--- config.mk ---
export PLATFORM = sky130hd
export DESIGN_NAME = barometric_sensor_compensation
export DESIGN_NICKNAME = d
export VERILOG_FILES = /design/src/rtl/core/bsc_pkg.sv /design/src/rtl/core/barometric_sensor_compensation.sv /design/src/rtl/core/bsc_div.sv /design/src/rtl/core/bsc_core.sv
export SDC_FILE = /design/constraint.sdc
export NUM_CORES = 2
export LEC_CHECK = 0
export BUFFER_PORTS_ARGS = -buffer_cell sky130_fd_sc_hd__buf_2
export CORE_MARGIN = 2
export CORE_UTILIZATION = 25
export DETAILED_ROUTE_END_ITERATION = 8
export GPL_TIMING_DRIVEN = 0
export PLACE_DENSITY = 0.43
export SLEW_MARGIN = 15
export SYNTH_ARGS = -nofsm -noshare
export SYNTH_HDL_FRONTEND = slang
export SYNTH_SLANG_ARGS = --single-unit
--- constraint.sdc ---
create_clock -name clk_i -period 11.8 [get_ports clk_i]
set_clock_uncertainty 0.2 [all_clocks]
set_input_delay 0 -clock clk_i [delete_from_list [all_inputs] [get_ports clk_i]]
set_output_delay 0 -clock clk_i [all_outputs]
set_load 0.02 [all_outputs]
--- src/rtl/core/bsc_pkg.sv ---
// ----------------------------------------------------------------------------
// bsc_pkg
// Shared types and constants for the barometric sensor compensation block.
// ----------------------------------------------------------------------------
package bsc_pkg;

  localparam int unsigned CfgIdxW  = 3;
  localparam int unsigned CfgDataW = 48;

  localparam logic [CfgIdxW-1:0] CFG_AC123 = 3'd0;
  localparam logic [CfgIdxW-1:0] CFG_AC456 = 3'd1;
  localparam logic [CfgIdxW-1:0] CFG_B12   = 3'd2;
  localparam logic [CfgIdxW-1:0] CFG_MCMD  = 3'd3;
  localparam logic [CfgIdxW-1:0] CFG_OSS   = 3'd4;

  localparam logic [1:0] ST_OK   = 2'd0;
  localparam logic [1:0] ST_DIV0 = 2'd1;
  localparam logic [1:0] ST_SAT  = 2'd2;

  typedef struct packed {
    logic        mode;
    logic [18:0] raw_value;
  } in_word_t;

  typedef struct packed {
    logic [15:0] value;
    logic [1:0]  status;
  } out_word_t;

  typedef struct packed {
    logic [47:0] ac123;
    logic [47:0] ac456;
    logic [31:0] b12;
    logic [31:0] mcmd;
    logic [1:0]  oss;
  } cal_t;

  typedef struct packed {
    logic        start;
    logic        is_signed;
    logic [31:0] dividend;
    logic [31:0] divisor;
  } div_req_t;

endpackage

--- src/rtl/core/barometric_sensor_compensation.sv ---
// ----------------------------------------------------------------------------
// barometric_sensor_compensation
// Temperature and pressure compensation of raw barometric sensor readings.
// ----------------------------------------------------------------------------
// One word at a time: each word passes through the bit-serial divider (at most
// one divide for each word) and the single shared multiplier that the sequencer
// steps through the compensation terms, which also scales the pressure to
// millibar by a reciprocal product. The result waits in the core until the
// output register takes it, at once or once a stalled output register has
// drained, and the next word is taken in the cycle after.
module barometric_sensor_compensation (
  input  logic                                clk_i,
  input  logic                                rst_ni,
  input  logic                                cfg_we_i,
  input  logic [bsc_pkg::CfgIdxW-1:0]         cfg_idx_i,
  input  logic [bsc_pkg::CfgDataW-1:0]        cfg_data_i,
  input  logic                                in_valid_i,
  output logic                                in_stall_o,
  input  bsc_pkg::in_word_t                   in_word_i,
  output logic                                out_valid_o,
  input  logic                                out_stall_i,
  output bsc_pkg::out_word_t                  out_word_o
);

  bsc_pkg::cal_t      cal_q;
  logic               busy;
  logic               res_valid;
  logic               res_take;
  bsc_pkg::out_word_t res;
  logic               out_valid_q;
  bsc_pkg::out_word_t out_word_q;

  always_ff @(posedge clk_i or negedge rst_ni) begin
    if (!rst_ni) begin
      cal_q <= '0;
    end else if (cfg_we_i) begin
      unique case (cfg_idx_i)
        bsc_pkg::CFG_AC123: cal_q.ac123 <= cfg_data_i[47:0];
        bsc_pkg::CFG_AC456: cal_q.ac456 <= cfg_data_i[47:0];
        bsc_pkg::CFG_B12:   cal_q.b12   <= cfg_data_i[31:0];
        bsc_pkg::CFG_MCMD:  cal_q.mcmd  <= cfg_data_i[31:0];
        bsc_pkg::CFG_OSS:   cal_q.oss   <= cfg_data_i[1:0];
        default: ;
      endcase
    end
  end

  assign in_stall_o = busy;
  assign res_take   = res_valid && (!out_valid_q || !out_stall_i);

  bsc_core u_core (
    .clk_i       (clk_i),
    .rst_ni      (rst_ni),
    .cal_i       (cal_q),
    .start_i     (in_valid_i && !busy),
    .word_i      (in_word_i),
    .busy_o      (busy),
    .res_valid_o (res_valid),
    .res_take_i  (res_take),
    .res_o       (res)
  );

  always_ff @(posedge clk_i or negedge rst_ni) begin
    if (!rst_ni) begin
      out_valid_q <= 1'b0;
    end else if (res_take) begin
      out_valid_q <= 1'b1;
    end else if (!out_stall_i) begin
      out_valid_q <= 1'b0;
    end
  end

  always_ff @(posedge clk_i) begin
    if (res_take) begin
      out_word_q <= res;
    end
  end

  assign out_valid_o = out_valid_q;
  assign out_word_o  = out_word_q;

endmodule

--- src/rtl/core/bsc_div.sv ---
// ----------------------------------------------------------------------------
// bsc_div
// Iterative 32-bit divider, one quotient bit per cycle, truncating signed mode.
// ----------------------------------------------------------------------------
module bsc_div (
  input  logic               clk_i,
  input  logic               rst_ni,
  input  bsc_pkg::div_req_t  req_i,
  output logic               done_o,
  output logic [31:0]        quo_o
);

  logic        busy_q, busy_d;
  logic        done_q, done_d;
  logic [5:0]  cnt_q, cnt_d;
  logic [32:0] rem_q, rem_d;
  logic [31:0] quo_q, quo_d;
  logic [31:0] den_q, den_d;
  logic        neg_q, neg_d;
  logic [32:0] rem_sh;
  logic [32:0] rem_sub;
  logic [31:0] mag_a, mag_b;

  always_comb begin
    mag_a = (req_i.is_signed && req_i.dividend[31]) ? (32'd0 - req_i.dividend)
                                                     : req_i.dividend;
    mag_b = (req_i.is_signed && req_i.divisor[31]) ? (32'd0 - req_i.divisor)
                                                    : req_i.divisor;
    rem_sh  = {rem_q[31:0], quo_q[31]};
    rem_sub = rem_sh - {1'b0, den_q};
    busy_d = busy_q;
    done_d = 1'b0;
    cnt_d  = cnt_q;
    rem_d  = rem_q;
    quo_d  = quo_q;
    den_d  = den_q;
    neg_d  = neg_q;
    if (req_i.start) begin
      busy_d = 1'b1;
      cnt_d  = 6'd0;
      rem_d  = 33'd0;
      quo_d  = mag_a;
      den_d  = mag_b;
      neg_d  = req_i.is_signed && (req_i.dividend[31] ^ req_i.divisor[31]);
    end else if (busy_q) begin
      if (!rem_sub[32]) begin
        rem_d = rem_sub;
        quo_d = {quo_q[30:0], 1'b1};
      end else begin
        rem_d = rem_sh;
        quo_d = {quo_q[30:0], 1'b0};
      end
      cnt_d = cnt_q + 6'd1;
      if (cnt_q == 6'd31) begin
        busy_d = 1'b0;
        done_d = 1'b1;
      end
    end
  end

  always_ff @(posedge clk_i or negedge rst_ni) begin
    if (!rst_ni) begin
      busy_q <= 1'b0;
      done_q <= 1'b0;
      cnt_q  <= 6'd0;
    end else begin
      busy_q <= busy_d;
      done_q <= done_d;
      cnt_q  <= cnt_d;
    end
  end

  always_ff @(posedge clk_i) begin
    rem_q <= rem_d;
    quo_q <= quo_d;
    den_q <= den_d;
    neg_q <= neg_d;
  end

  assign done_o = done_q;
  assign quo_o  = neg_q ? (32'd0 - quo_q) : quo_q;

endmodule

--- src/rtl/core/bsc_core.sv ---
// ----------------------------------------------------------------------------
// bsc_core
// Sequencer around one shared 32x32 multiplier and the divider.
// ----------------------------------------------------------------------------
module bsc_core (
  input  logic                clk_i,
  input  logic                rst_ni,
  input  bsc_pkg::cal_t       cal_i,
  input  logic                start_i,
  input  bsc_pkg::in_word_t   word_i,
  output logic                busy_o,
  output logic                res_valid_o,
  input  logic                res_take_i,
  output bsc_pkg::out_word_t  res_o
);

  localparam logic [4:0] S_IDLE = 5'd0;
  localparam logic [4:0] T_M    = 5'd1;
  localparam logic [4:0] T_X1   = 5'd2;
  localparam logic [4:0] T_DW   = 5'd3;
  localparam logic [4:0] P_B6   = 5'd4;
  localparam logic [4:0] P_M1   = 5'd5;
  localparam logic [4:0] P_SQ   = 5'd6;
  localparam logic [4:0] P_M2   = 5'd7;
  localparam logic [4:0] P_M3   = 5'd8;
  localparam logic [4:0] P_M4   = 5'd9;
  localparam logic [4:0] P_M5   = 5'd10;
  localparam logic [4:0] P_M6   = 5'd11;
  localparam logic [4:0] P_M7   = 5'd12;
  localparam logic [4:0] P_B4   = 5'd13;
  localparam logic [4:0] P_B7   = 5'd14;
  localparam logic [4:0] P_DW   = 5'd15;
  localparam logic [4:0] P_M8   = 5'd16;
  localparam logic [4:0] P_M9   = 5'd17;
  localparam logic [4:0] P_M10  = 5'd18;
  localparam logic [4:0] P_M11  = 5'd19;
  localparam logic [4:0] P_DW2  = 5'd20;
  localparam logic [4:0] S_OUT  = 5'd21;
  localparam logic [4:0] P_Q    = 5'd22;

  // floor(n / 100) == (n * RecipDiv100) >> 37 for any 32-bit unsigned n
  localparam logic [31:0] RecipDiv100 = 32'h51EB_851F;

  logic [4:0]  state_q, state_d;
  logic [31:0] b5_q, b5_d;
  logic [31:0] prod_q;
  logic [26:0] prod_hi_q;
  logic [63:0] prod_full;
  logic [31:0] mul_a, mul_b;
  logic [31:0] r1_q, r1_d;
  logic [31:0] b6_q, b6_d;
  logic [31:0] sq_q, sq_d;
  logic [31:0] b3_q, b3_d;
  logic [31:0] p_q, p_d;
  logic        hi_q, hi_d;
  logic [18:0] raw_q, raw_d;
  logic [31:0] res_q, res_d;
  logic [1:0]  st_q, st_d;
  bsc_pkg::div_req_t div_req;
  logic        div_done;
  logic [31:0] div_quo;

  logic [31:0] ac1, ac2, ac3, ac4, ac5, ac6, b1, b2, mc, md;
  logic [31:0] t_x1, t_div, t_b5, x3, b3v, x3b, b4v, pnew, p8;
  logic [31:0] sh11, sh16, t_acc, p_acc, p_abs, q100;

  always_comb begin
    ac1 = {{16{cal_i.ac123[47]}}, cal_i.ac123[47:32]};
    ac2 = {{16{cal_i.ac123[31]}}, cal_i.ac123[31:16]};
    ac3 = {{16{cal_i.ac123[15]}}, cal_i.ac123[15:0]};
    ac4 = {16'd0, cal_i.ac456[47:32]};
    ac5 = {16'd0, cal_i.ac456[31:16]};
    ac6 = {16'd0, cal_i.ac456[15:0]};
    b1  = {{16{cal_i.b12[31]}}, cal_i.b12[31:16]};
    b2  = {{16{cal_i.b12[15]}}, cal_i.b12[15:0]};
    mc  = {{16{cal_i.mcmd[31]}}, cal_i.mcmd[31:16]};
    md  = {{16{cal_i.mcmd[15]}}, cal_i.mcmd[15:0]};
  end

  always_comb begin
    t_x1  = $signed(prod_q) >>> 15;
    t_div = t_x1 + md;
    t_b5  = r1_q + div_quo;
    t_acc = $signed(t_b5 + 32'd8) >>> 4;
    sh11  = $signed(prod_q) >>> 11;
    sh16  = $signed(prod_q) >>> 16;
    x3    = r1_q + sh11;
    b3v   = $signed((((ac1 << 2) + x3) << cal_i.oss) + 32'd2) >>> 2;
    x3b   = $signed(r1_q + sh16 + 32'd2) >>> 2;
    b4v   = prod_q >> 15;
    p8    = $signed(p_q) >>> 8;
    p_acc = $signed(r1_q + sh16 + 32'd3791) >>> 4;
    pnew  = p_q + p_acc;
    p_abs = p_q[31] ? (32'd0 - p_q) : p_q;
    q100  = {5'd0, prod_hi_q};
  end

  always_comb begin
    mul_a = 32'd0;
    mul_b = 32'd0;
    unique case (state_q)
      T_M:   begin mul_a = {16'd0, raw_q[15:0]} - ac6; mul_b = ac5; end
      P_M1:  begin mul_a = b6_q; mul_b = b6_q; end
      P_M2:  begin mul_a = b2;   mul_b = sq_q; end
      P_M3:  begin mul_a = ac2;  mul_b = b6_q; end
      P_M4:  begin mul_a = ac3;  mul_b = b6_q; end
      P_M5:  begin mul_a = b1;   mul_b = sq_q; end
      P_M7:  begin mul_a = ac4;  mul_b = r1_q + 32'd32768; end
      P_B4:  begin
        mul_a = {13'd0, raw_q} - b3_q;
        mul_b = 32'd50000 >> cal_i.oss;
      end
      P_M8:  begin mul_a = p8;     mul_b = p8; end
      P_M9:  begin mul_a = prod_q; mul_b = 32'd3038; end
      P_M10: begin mul_a = 32'd0 - 32'd7357; mul_b = p_q; end
      P_DW2: begin mul_a = p_abs;  mul_b = RecipDiv100; end
      default: begin mul_a = 32'd0; mul_b = 32'd0; end
    endcase
  end

  assign prod_full = {32'd0, mul_a} * {32'd0, mul_b};

  always_ff @(posedge clk_i) begin
    prod_q    <= prod_full[31:0];
    prod_hi_q <= prod_full[63:37];
  end

  always_comb begin
    state_d = state_q;
    b5_d    = b5_q;
    r1_d    = r1_q;
    b6_d    = b6_q;
    sq_d    = sq_q;
    b3_d    = b3_q;
    p_d     = p_q;
    hi_d    = hi_q;
    raw_d   = raw_q;
    res_d   = res_q;
    st_d    = st_q;
    div_req = '0;
    unique case (state_q)
      S_IDLE: begin
        if (start_i) begin
          raw_d   = word_i.raw_value;
          state_d = word_i.mode ? P_B6 : T_M;
        end
      end
      T_M: state_d = T_X1;
      T_X1: begin
        r1_d = t_x1;
        if (t_div == 32'd0) begin
          res_d   = 32'd0;
          st_d    = bsc_pkg::ST_DIV0;
          state_d = S_OUT;
        end else begin
          div_req.start     = 1'b1;
          div_req.is_signed = 1'b1;
          div_req.dividend  = mc << 11;
          div_req.divisor   = t_div;
          state_d           = T_DW;
        end
      end
      T_DW: begin
        if (div_done) begin
          b5_d    = t_b5;
          res_d   = 32'd2732 + t_acc;
          st_d    = bsc_pkg::ST_OK;
          state_d = S_OUT;
        end
      end
      P_B6: begin
        b6_d    = b5_q - 32'd4000;
        state_d = P_M1;
      end
      P_M1: state_d = P_SQ;
      P_SQ: begin
        sq_d    = $signed(prod_q) >>> 12;
        state_d = P_M2;
      end
      P_M2: state_d = P_M3;
      P_M3: begin
        r1_d    = $signed(prod_q) >>> 11;
        state_d = P_M4;
      end
      P_M4: begin
        b3_d    = b3v;
        state_d = P_M5;
      end
      P_M5: begin
        r1_d    = $signed(prod_q) >>> 13;
        state_d = P_M6;
      end
      P_M6: begin
        r1_d    = x3b;
        state_d = P_M7;
      end
      P_M7: state_d = P_B4;
      P_B4: begin
        r1_d = b4v;
        if (b4v == 32'd0) begin
          res_d   = 32'd0;
          st_d    = bsc_pkg::ST_DIV0;
          state_d = S_OUT;
        end else begin
          state_d = P_B7;
        end
      end
      P_B7: begin
        hi_d              = prod_q[31];
        div_req.start     = 1'b1;
        div_req.is_signed = 1'b0;
        div_req.dividend  = prod_q[31] ? prod_q : (prod_q << 1);
        div_req.divisor   = r1_q;
        state_d           = P_DW;
      end
      P_DW: begin
        if (div_done) begin
          p_d     = hi_q ? (div_quo << 1) : div_quo;
          state_d = P_M8;
        end
      end
      P_M8:  state_d = P_M9;
      P_M9:  state_d = P_M10;
      P_M10: begin
        r1_d    = $signed(prod_q) >>> 16;
        state_d = P_M11;
      end
      P_M11: begin
        p_d     = pnew;
        state_d = P_DW2;
      end
      P_DW2: state_d = P_Q;
      P_Q: begin
        res_d   = p_q[31] ? (32'd0 - q100) : q100;
        st_d    = bsc_pkg::ST_OK;
        state_d = S_OUT;
      end
      S_OUT: begin
        if (res_take_i) begin
          state_d = S_IDLE;
        end
      end
      default: state_d = S_IDLE;
    endcase
  end

  always_ff @(posedge clk_i or negedge rst_ni) begin
    if (!rst_ni) begin
      state_q <= S_IDLE;
      b5_q    <= 32'd0;
    end else begin
      state_q <= state_d;
      b5_q    <= b5_d;
    end
  end

  always_ff @(posedge clk_i) begin
    r1_q  <= r1_d;
    b6_q  <= b6_d;
    sq_q  <= sq_d;
    b3_q  <= b3_d;
    p_q   <= p_d;
    hi_q  <= hi_d;
    raw_q <= raw_d;
    res_q <= res_d;
    st_q  <= st_d;
  end

  bsc_div u_div (
    .clk_i  (clk_i),
    .rst_ni (rst_ni),
    .req_i  (div_req),
    .done_o (div_done),
    .quo_o  (div_quo)
  );

  always_comb begin
    res_o.status = st_q;
    res_o.value  = res_q[15:0];
    if (st_q == bsc_pkg::ST_OK) begin
      if (res_q[31]) begin
        res_o.value  = 16'd0;
        res_o.status = bsc_pkg::ST_SAT;
      end else if (res_q[31:16] != 16'd0) begin
        res_o.value  = 16'hFFFF;
        res_o.status = bsc_pkg::ST_SAT;
      end
    end
  end

  assign busy_o      = (state_q != S_IDLE);
  assign res_valid_o = (state_q == S_OUT);

  assert property (@(posedge clk_i) disable iff (!rst_ni)
    div_req.start |-> (state_q == T_X1 || state_q == P_B7))
    else $error("divider started outside a divide step");

  assert property (@(posedge clk_i) disable iff (!rst_ni)
    (b5_q != $past(b5_q)) |-> ($past(state_q) == T_DW))
    else $error("b5 changed outside temperature completion");

  assert property (@(posedge clk_i) disable iff (!rst_ni)
    (state_q == S_OUT && !res_take_i) |=> (state_q == S_OUT))
    else $error("result dropped before taken");

  assert property (@(posedge clk_i) disable iff (!rst_ni)
    (state_q == T_DW || state_q == P_DW) && !div_done |=>
      (state_q == $past(state_q)))
    else $error("divide wait left early");

endmodule
# == Word level (Yosys, flattened, before mapping) ==
# Index checks and enable logic that the tools add are counted.
# totals
reg_bits,582
input_bits,76
wordCells,167
# classes
add_sub_neg,22
mul,1
eq_ne,34
n_shift,2
mux,47
bitwise_logic,1
n_reduce_logical,32
# op_table
cell,count
$mux W32,14
$pmux W32 S12,1
$pmux W32 S9,1
$pmux W32 S6,1
$add A32 B32 Y32,5
$pmux W66 S2,1
$pmux W32 S4,1
$sub A1 B32 Y32 const A,4
$pmux W5 S23,1
$mux W66,1
$add A32 B2 Y32 const B,2
$logic_not A32 Y1,2
$mul A32 B32 Y64,1
$pmux W32 S2,1
$mux W18,3
$eq A5 B4 Y1 const B,8
$eq A5 B5 Y1 const B,7
$sub A33 B32 Y33,1
$add A32 B12 Y32 const B,1
$add A32 B16 Y32 const B,1
$add A32 B4 Y32 const B,1
$shl A32 B2 Y32,1
$shr A16 B2 Y32 const A,1
$sub A32 B12 Y32 const B,1
other kinds (37),78

# == Longest topological paths before layout ==
# logic_depth
word_depth,7
depth_mapped,46

# == Cells and area by module ==
# A second synthesis with hierarchy kept.
# hier_totals
hier_cells,8599
hier_area_um2,76559.7
# by_module_without_submodules
mod,instances,cells_each,area_per_inst_um2
bsc_core,1,7255,61632.9
bsc_div,1,976,8201.6
barometric_sensor_compensation,1,368,6725.2

# == Least setup slack after synthesis ==
# Ideal clock, no wire load.
# synth_path
kind,register to register
startpoint,reg u_core.raw_q[0]
endpoint,reg u_core.prod_hi_q[26]
setup_ns,0.072
arrival_time_ns,10.427
required_ns,11.528
setup_slack_ns,1.101
path_stages_with_launch,44
synth_period_minus_slack_ns,10.699
path_cell_list,edfxtp_1 -> inv_1 -> ha_1 -> fa_1 -> nor2b_1 -> o21ai_0 -> a21oi_1 -> o21ai_0 -> a21boi_0 -> o21ai_0 -> a21oi_1 -> o21ai_0 -> a311oi_1 -> nor3_2 -> or3_1 -> clkbuf_1 -> o221ai_1 -> buf_2 -> [8 not listed] -> fa_1 -> fa_1 -> fa_1 -> fa_1 -> ha_1 -> a21o_1 -> a21oi_1 -> nor2_1 -> o311ai_0 -> and4_1 -> o21a_1 -> a21o_1 -> nand3_1 -> a31oi_1 -> a21oi_1 -> a221o_1 -> a21oi_1 -> xnor2_1
# synth_via
elab_chain_cells,3
word_cells_on_any_way,4
classes_between,add/sub: 2; mul: 1; mux: 1
# synth_lines
item,line_no,source
start: declaration,bsc_core.sv:56,"logic [18:0] raw_q, raw_d;"
start signal: assignment,bsc_core.sv:264,raw_q <= raw_d;
$sub A20 B30 Y31 or $sub A16 B16 Y17 (tied branches),"bsc_core.sv:110, bsc_core.sv:102",
$pmux W32 S12 (*),bsc_core.sv:101,unique case (state_q)
$mul A32 B32 Y64 (*),bsc_core.sv:121,"assign prod_full = {32'd0, mul_a} * {32'd0, mul_b};"
named net u_core.prod_full[63],bsc_core.sv:48,logic [63:0] prod_full;
end signal: assignment,bsc_core.sv:125,prod_hi_q <= prod_full[63:37];
end: declaration,bsc_core.sv:47,logic [26:0] prod_hi_q;
# Mark *: on every way through the listed nets, which the timed path passes. The rest lies on a longest branch.
# A chain may end at the register's enable or synchronous reset.

# == Worst setup path in the final report ==
# layout_path
startpoint,reg u_core.state_q[4]
endpoint,reg u_core.prod_hi_q[23]
# layout_via
elab_chain_cells,4
word_cells_on_any_way,17
classes_between,mul: 1; eq/ne: 12; mux: 2; reduce/logical: 2
# layout_lines
item,line_no,source
start: declaration,bsc_core.sv:44,"logic [4:0] state_q, state_d;"
start signal: assignment,bsc_core.sv:252,state_q <= state_d;
$eq A5 B3 Y1 or $eq A5 B4 Y1 (tied branches),bsc_core.sv:101,
$reduce_or A3 Y1 (no source line) or $reduce_or A2 Y1 (tied branches),--,
$pmux W32 S9,bsc_core.sv:101,
$mul A32 B32 Y64 (*),bsc_core.sv:121,
named net u_core.prod_full[60],bsc_core.sv:48,
# Marked as above.

==> impl_metrics.toml <==
[worst_setup_path]
cpMaxStageDelayCell = "fa_1"
critPathArrivalTime_ps = 12250
end_kind = "register"
critical_path_class = "reg -> reg"
path_max_fanout = 10
max_stage_delay_ps = 550
r2r_setup_slack_ps = 10
worst-endpoint-required_ps = 12260
worstSetupStartpointType = "register"
cp_common_cell = "fa_1"

[routing]
drc = 0
avgViaCountPerCell = 5.294
detail_route.iter0.violations = 7219
firstDrtPassIters = 9
postRouteWirelength_mm = 379.5
vias = 68697
ant_nets = 0
wl_per_cell_um = 29.25

[worst_hold_path]
min-delay-path-class = "in -> reg"

[placed_design]
dp_hpwl_mm = 307.0
place_congestion = 0.9887
numPortBuffers = 95

[timing]
timing.fmax_ghz = 0.08482
fin_crit_sh_pct = 99.92
maxSlewViolCount = 0
tightest_slew_ps = 1377
period_needed_ps = 11790
relSlewSlack_pct = 8.180
finalHoldViolations = 0
setup_viol = 0
tns_ps = 0
rsz0062_at_grt = "true"

[synthesis]
syn_area_per_cell_um2 = 8.921
synthesis.nets = 9967
synth-edff-count = 277
syn_inst = 8471
seq_area_frac_synth_pct = 20.30
netlist.top_cell.by_area = "fa_1"
synth_top_cell_area_share_pct = 24.69
synthTopCellsByCount = "inv_1, nand2_1, fa_1"
synth_area_mm2 = 0.07557
ys_ff_latch = 576
synth_cell_types = 118
synth.area.top_cells = "fa_1, edfxtp_1, ha_1, dfrtp_1, inv_1"
synth_flop_cell = "edfxtp_1"
synthMostInstantiatedCell = "inv_1"
synthArstFlopShare_pct = 36.11
synth_warnings = 0

[clock_tree]
root_buffer = "clkbuf_16"
htree_levels = 3
insertion_delay_ps = 810
cts_sinks = 576
cts-buffers-inserted = 82
cts_buffer_depth = 4
clk_pin_slew_ps = 60
cts_tree = "built"

[layout]
final_layout_size_suffix_gt1_share_pct = 11.22
multi_input_area_mm2 = 0.05580
seq_area_mm2 = 0.01535
area_growth_pct = 17.45
n_fill_cell = 31987
final_net_count = 10440

[grt]
grt_usage_pct = 24.29
grt_pass1_vias = 69362
grt_start_max_net_pins = 100
grt-ovfl-total = 0
grt_pass1_wl_mm = 531.1
antenna_found_initial = 41

[run_status]
status = "finished clean"

[die]
start_util_pct = 25.17
die_y_um = 553.8
num_rows = 201
ios = 96
die_w_um = 553.8
fp.dieArea_mm2 = 0.3067
core_region_area_mm2 = 0.3003

[job]
drv_cap = 0
-- what timing repair did --
action,4_1_cts,5_1_grt
endpoints found under the setup margin,37,21
pin swaps,39,42
hold buffers,148,0
buffers inserted,48,55
endpoints found under the hold margin,428,0
resized for setup,335,165
cloned,2,3
-- layout by cell type, fill, tap and decap left out, types with 128 or more instances in the layout --
master,instances
clkbuf_1,213
buf_4,129
nand3_1,128
nor2_1,804
dfrtp_1,208
xor2_1,163
ha_1,478
a21oi_1,359
nand2_1,978
inv_1,1112
fa_1,921
xnor2_1,292
mux2_2,174
dlygate4sd3_1,147
o21ai_0,302
edfxtp_1,277
-- cells by family (layout without fill, tap and decap cells) --
| family | after synthesis | count (layout) | share of synthesized area [%] |
|---|---|---|---|
| AO/OA/AOI/OAI | 1626 | 1626 | 14.58 |
| XOR/XNOR | 461 | 461 | 5.401 |
| adder cells (fa/ha/maj) | 1420 | 1420 | 32.77 |
| buffers and inverters | 1534 | 2069 | 7.709 |
| flip-flops | 576 | 576 | 20.30 |
| multiplexers | 258 | 258 | 3.755 |
| other | 0 | 11 | 0 |
| AND/OR/NAND/NOR | 2596 | 2597 | 15.48 |
-- metal layers --
metal	vias to the layer above	routed length, um	track usage (%)
met5	-	185	0.04688
li1	29552	-	-
met4	26	23220	12.41
met3	711	31530	4.814
met2	3088	162600	36.81
met1	35320	162000	32.66
-- final timing paths --
| check | endpoint | cells past startpoint | startpoint |
|---|---|---|---|
| max in group asynchronous | cal_q[131]$_DFFE_PN0P_ | 6 | rst_ni |
| max | u_core.prod_hi_q[23]$_DFF_P_ | 38 | u_core.state_q[4]$_DFFE_PN0P_ |
| min in group asynchronous | u_core.u_div.cnt_q[4]$_DFFE_PN0P_ | 4 | rst_ni |
| max reg2reg | u_core.prod_hi_q[23]$_DFF_P_ | 38 | u_core.state_q[4]$_DFFE_PN0P_ |
| min reg2reg | u_core.b6_q[0]$_DFFE_PP_ | 0 | u_core.b5_q[0]$_DFFE_PN0P_ |
| min | cal_q[87]$_DFFE_PN0P_ | 3 | cfg_data_i[21] |
-- per-stage QoR --
| step | instances | cell area, um^2 | setup WS [ps] | util, % | hold slack (ps) |
|---|---|---|---|---|---|
| 2_1_floorplan | 8471 | 75570 | 1101 | - | -495.6 |
| 3_3_place_gp | 12524 | 81000 | -5693 | 26.97 | -19.79 |
| 3_5_place_dp | 12589 | 82130 | -3233 | 27.35 | -282.7 |
| 4_1_cts | 12911 | 87780 | -8.740 | 29.23 | 1.177 |
| 5_1_grt | 12968 | 88740 | -242.3 | 29.55 | 28.98 |
| 6_report | 12976 | 88760 | 10.03 | 29.56 | 19.51 |
-- cell type report --
cell class | instances | share of cell area, %
Antenna cell | 11 | 0.03101
Buffer | 389 | 2.316
Clock buffer | 104 | 2.532
Clock inverter | 43 | 0.5103
Inverter | 1117 | 4.728
Multi-Input combinational cell | 6362 | 62.87
Sequential cell | 576 | 17.29
Tap cell | 3958 | 5.579
Timing Repair Buffer | 416 | 4.139
-- registers in the layout, summed over array words and instances, names as in the netlist, 5 cells and up --
name	count
u_core.u_div.quo_q	32
u_core.u_div.rem_q	32
u_core.raw_q	19
u_core.res_q	29
out_word_o	18
u_core.b5_q	32
u_core.b3_q	30
u_core.u_div.den_q	32
u_core.prod_q	32
u_core.prod_hi_q	27
u_core.p_q	32
u_core.u_div.cnt_q	6
u_core.r1_q	30
u_core.sq_q	20
u_core.b6_q	32
u_core.state_q	5
cal_q	162
-- worst max-delay path: cells and delay by family, from the launching register on --
family	cells	cell delay, ps
and+or+nand+nor	10	2250
xor gates and xnor gates	1	120
AOI/OAI and AO/OA	6	1730
buffers and inverters	12	2530
adders and majority gates	9	4390
DFF	1	400
Power is left out: the tool's default activity adds up to more than one toggle a clock period on the data nets, which glitch-free logic cannot reach.
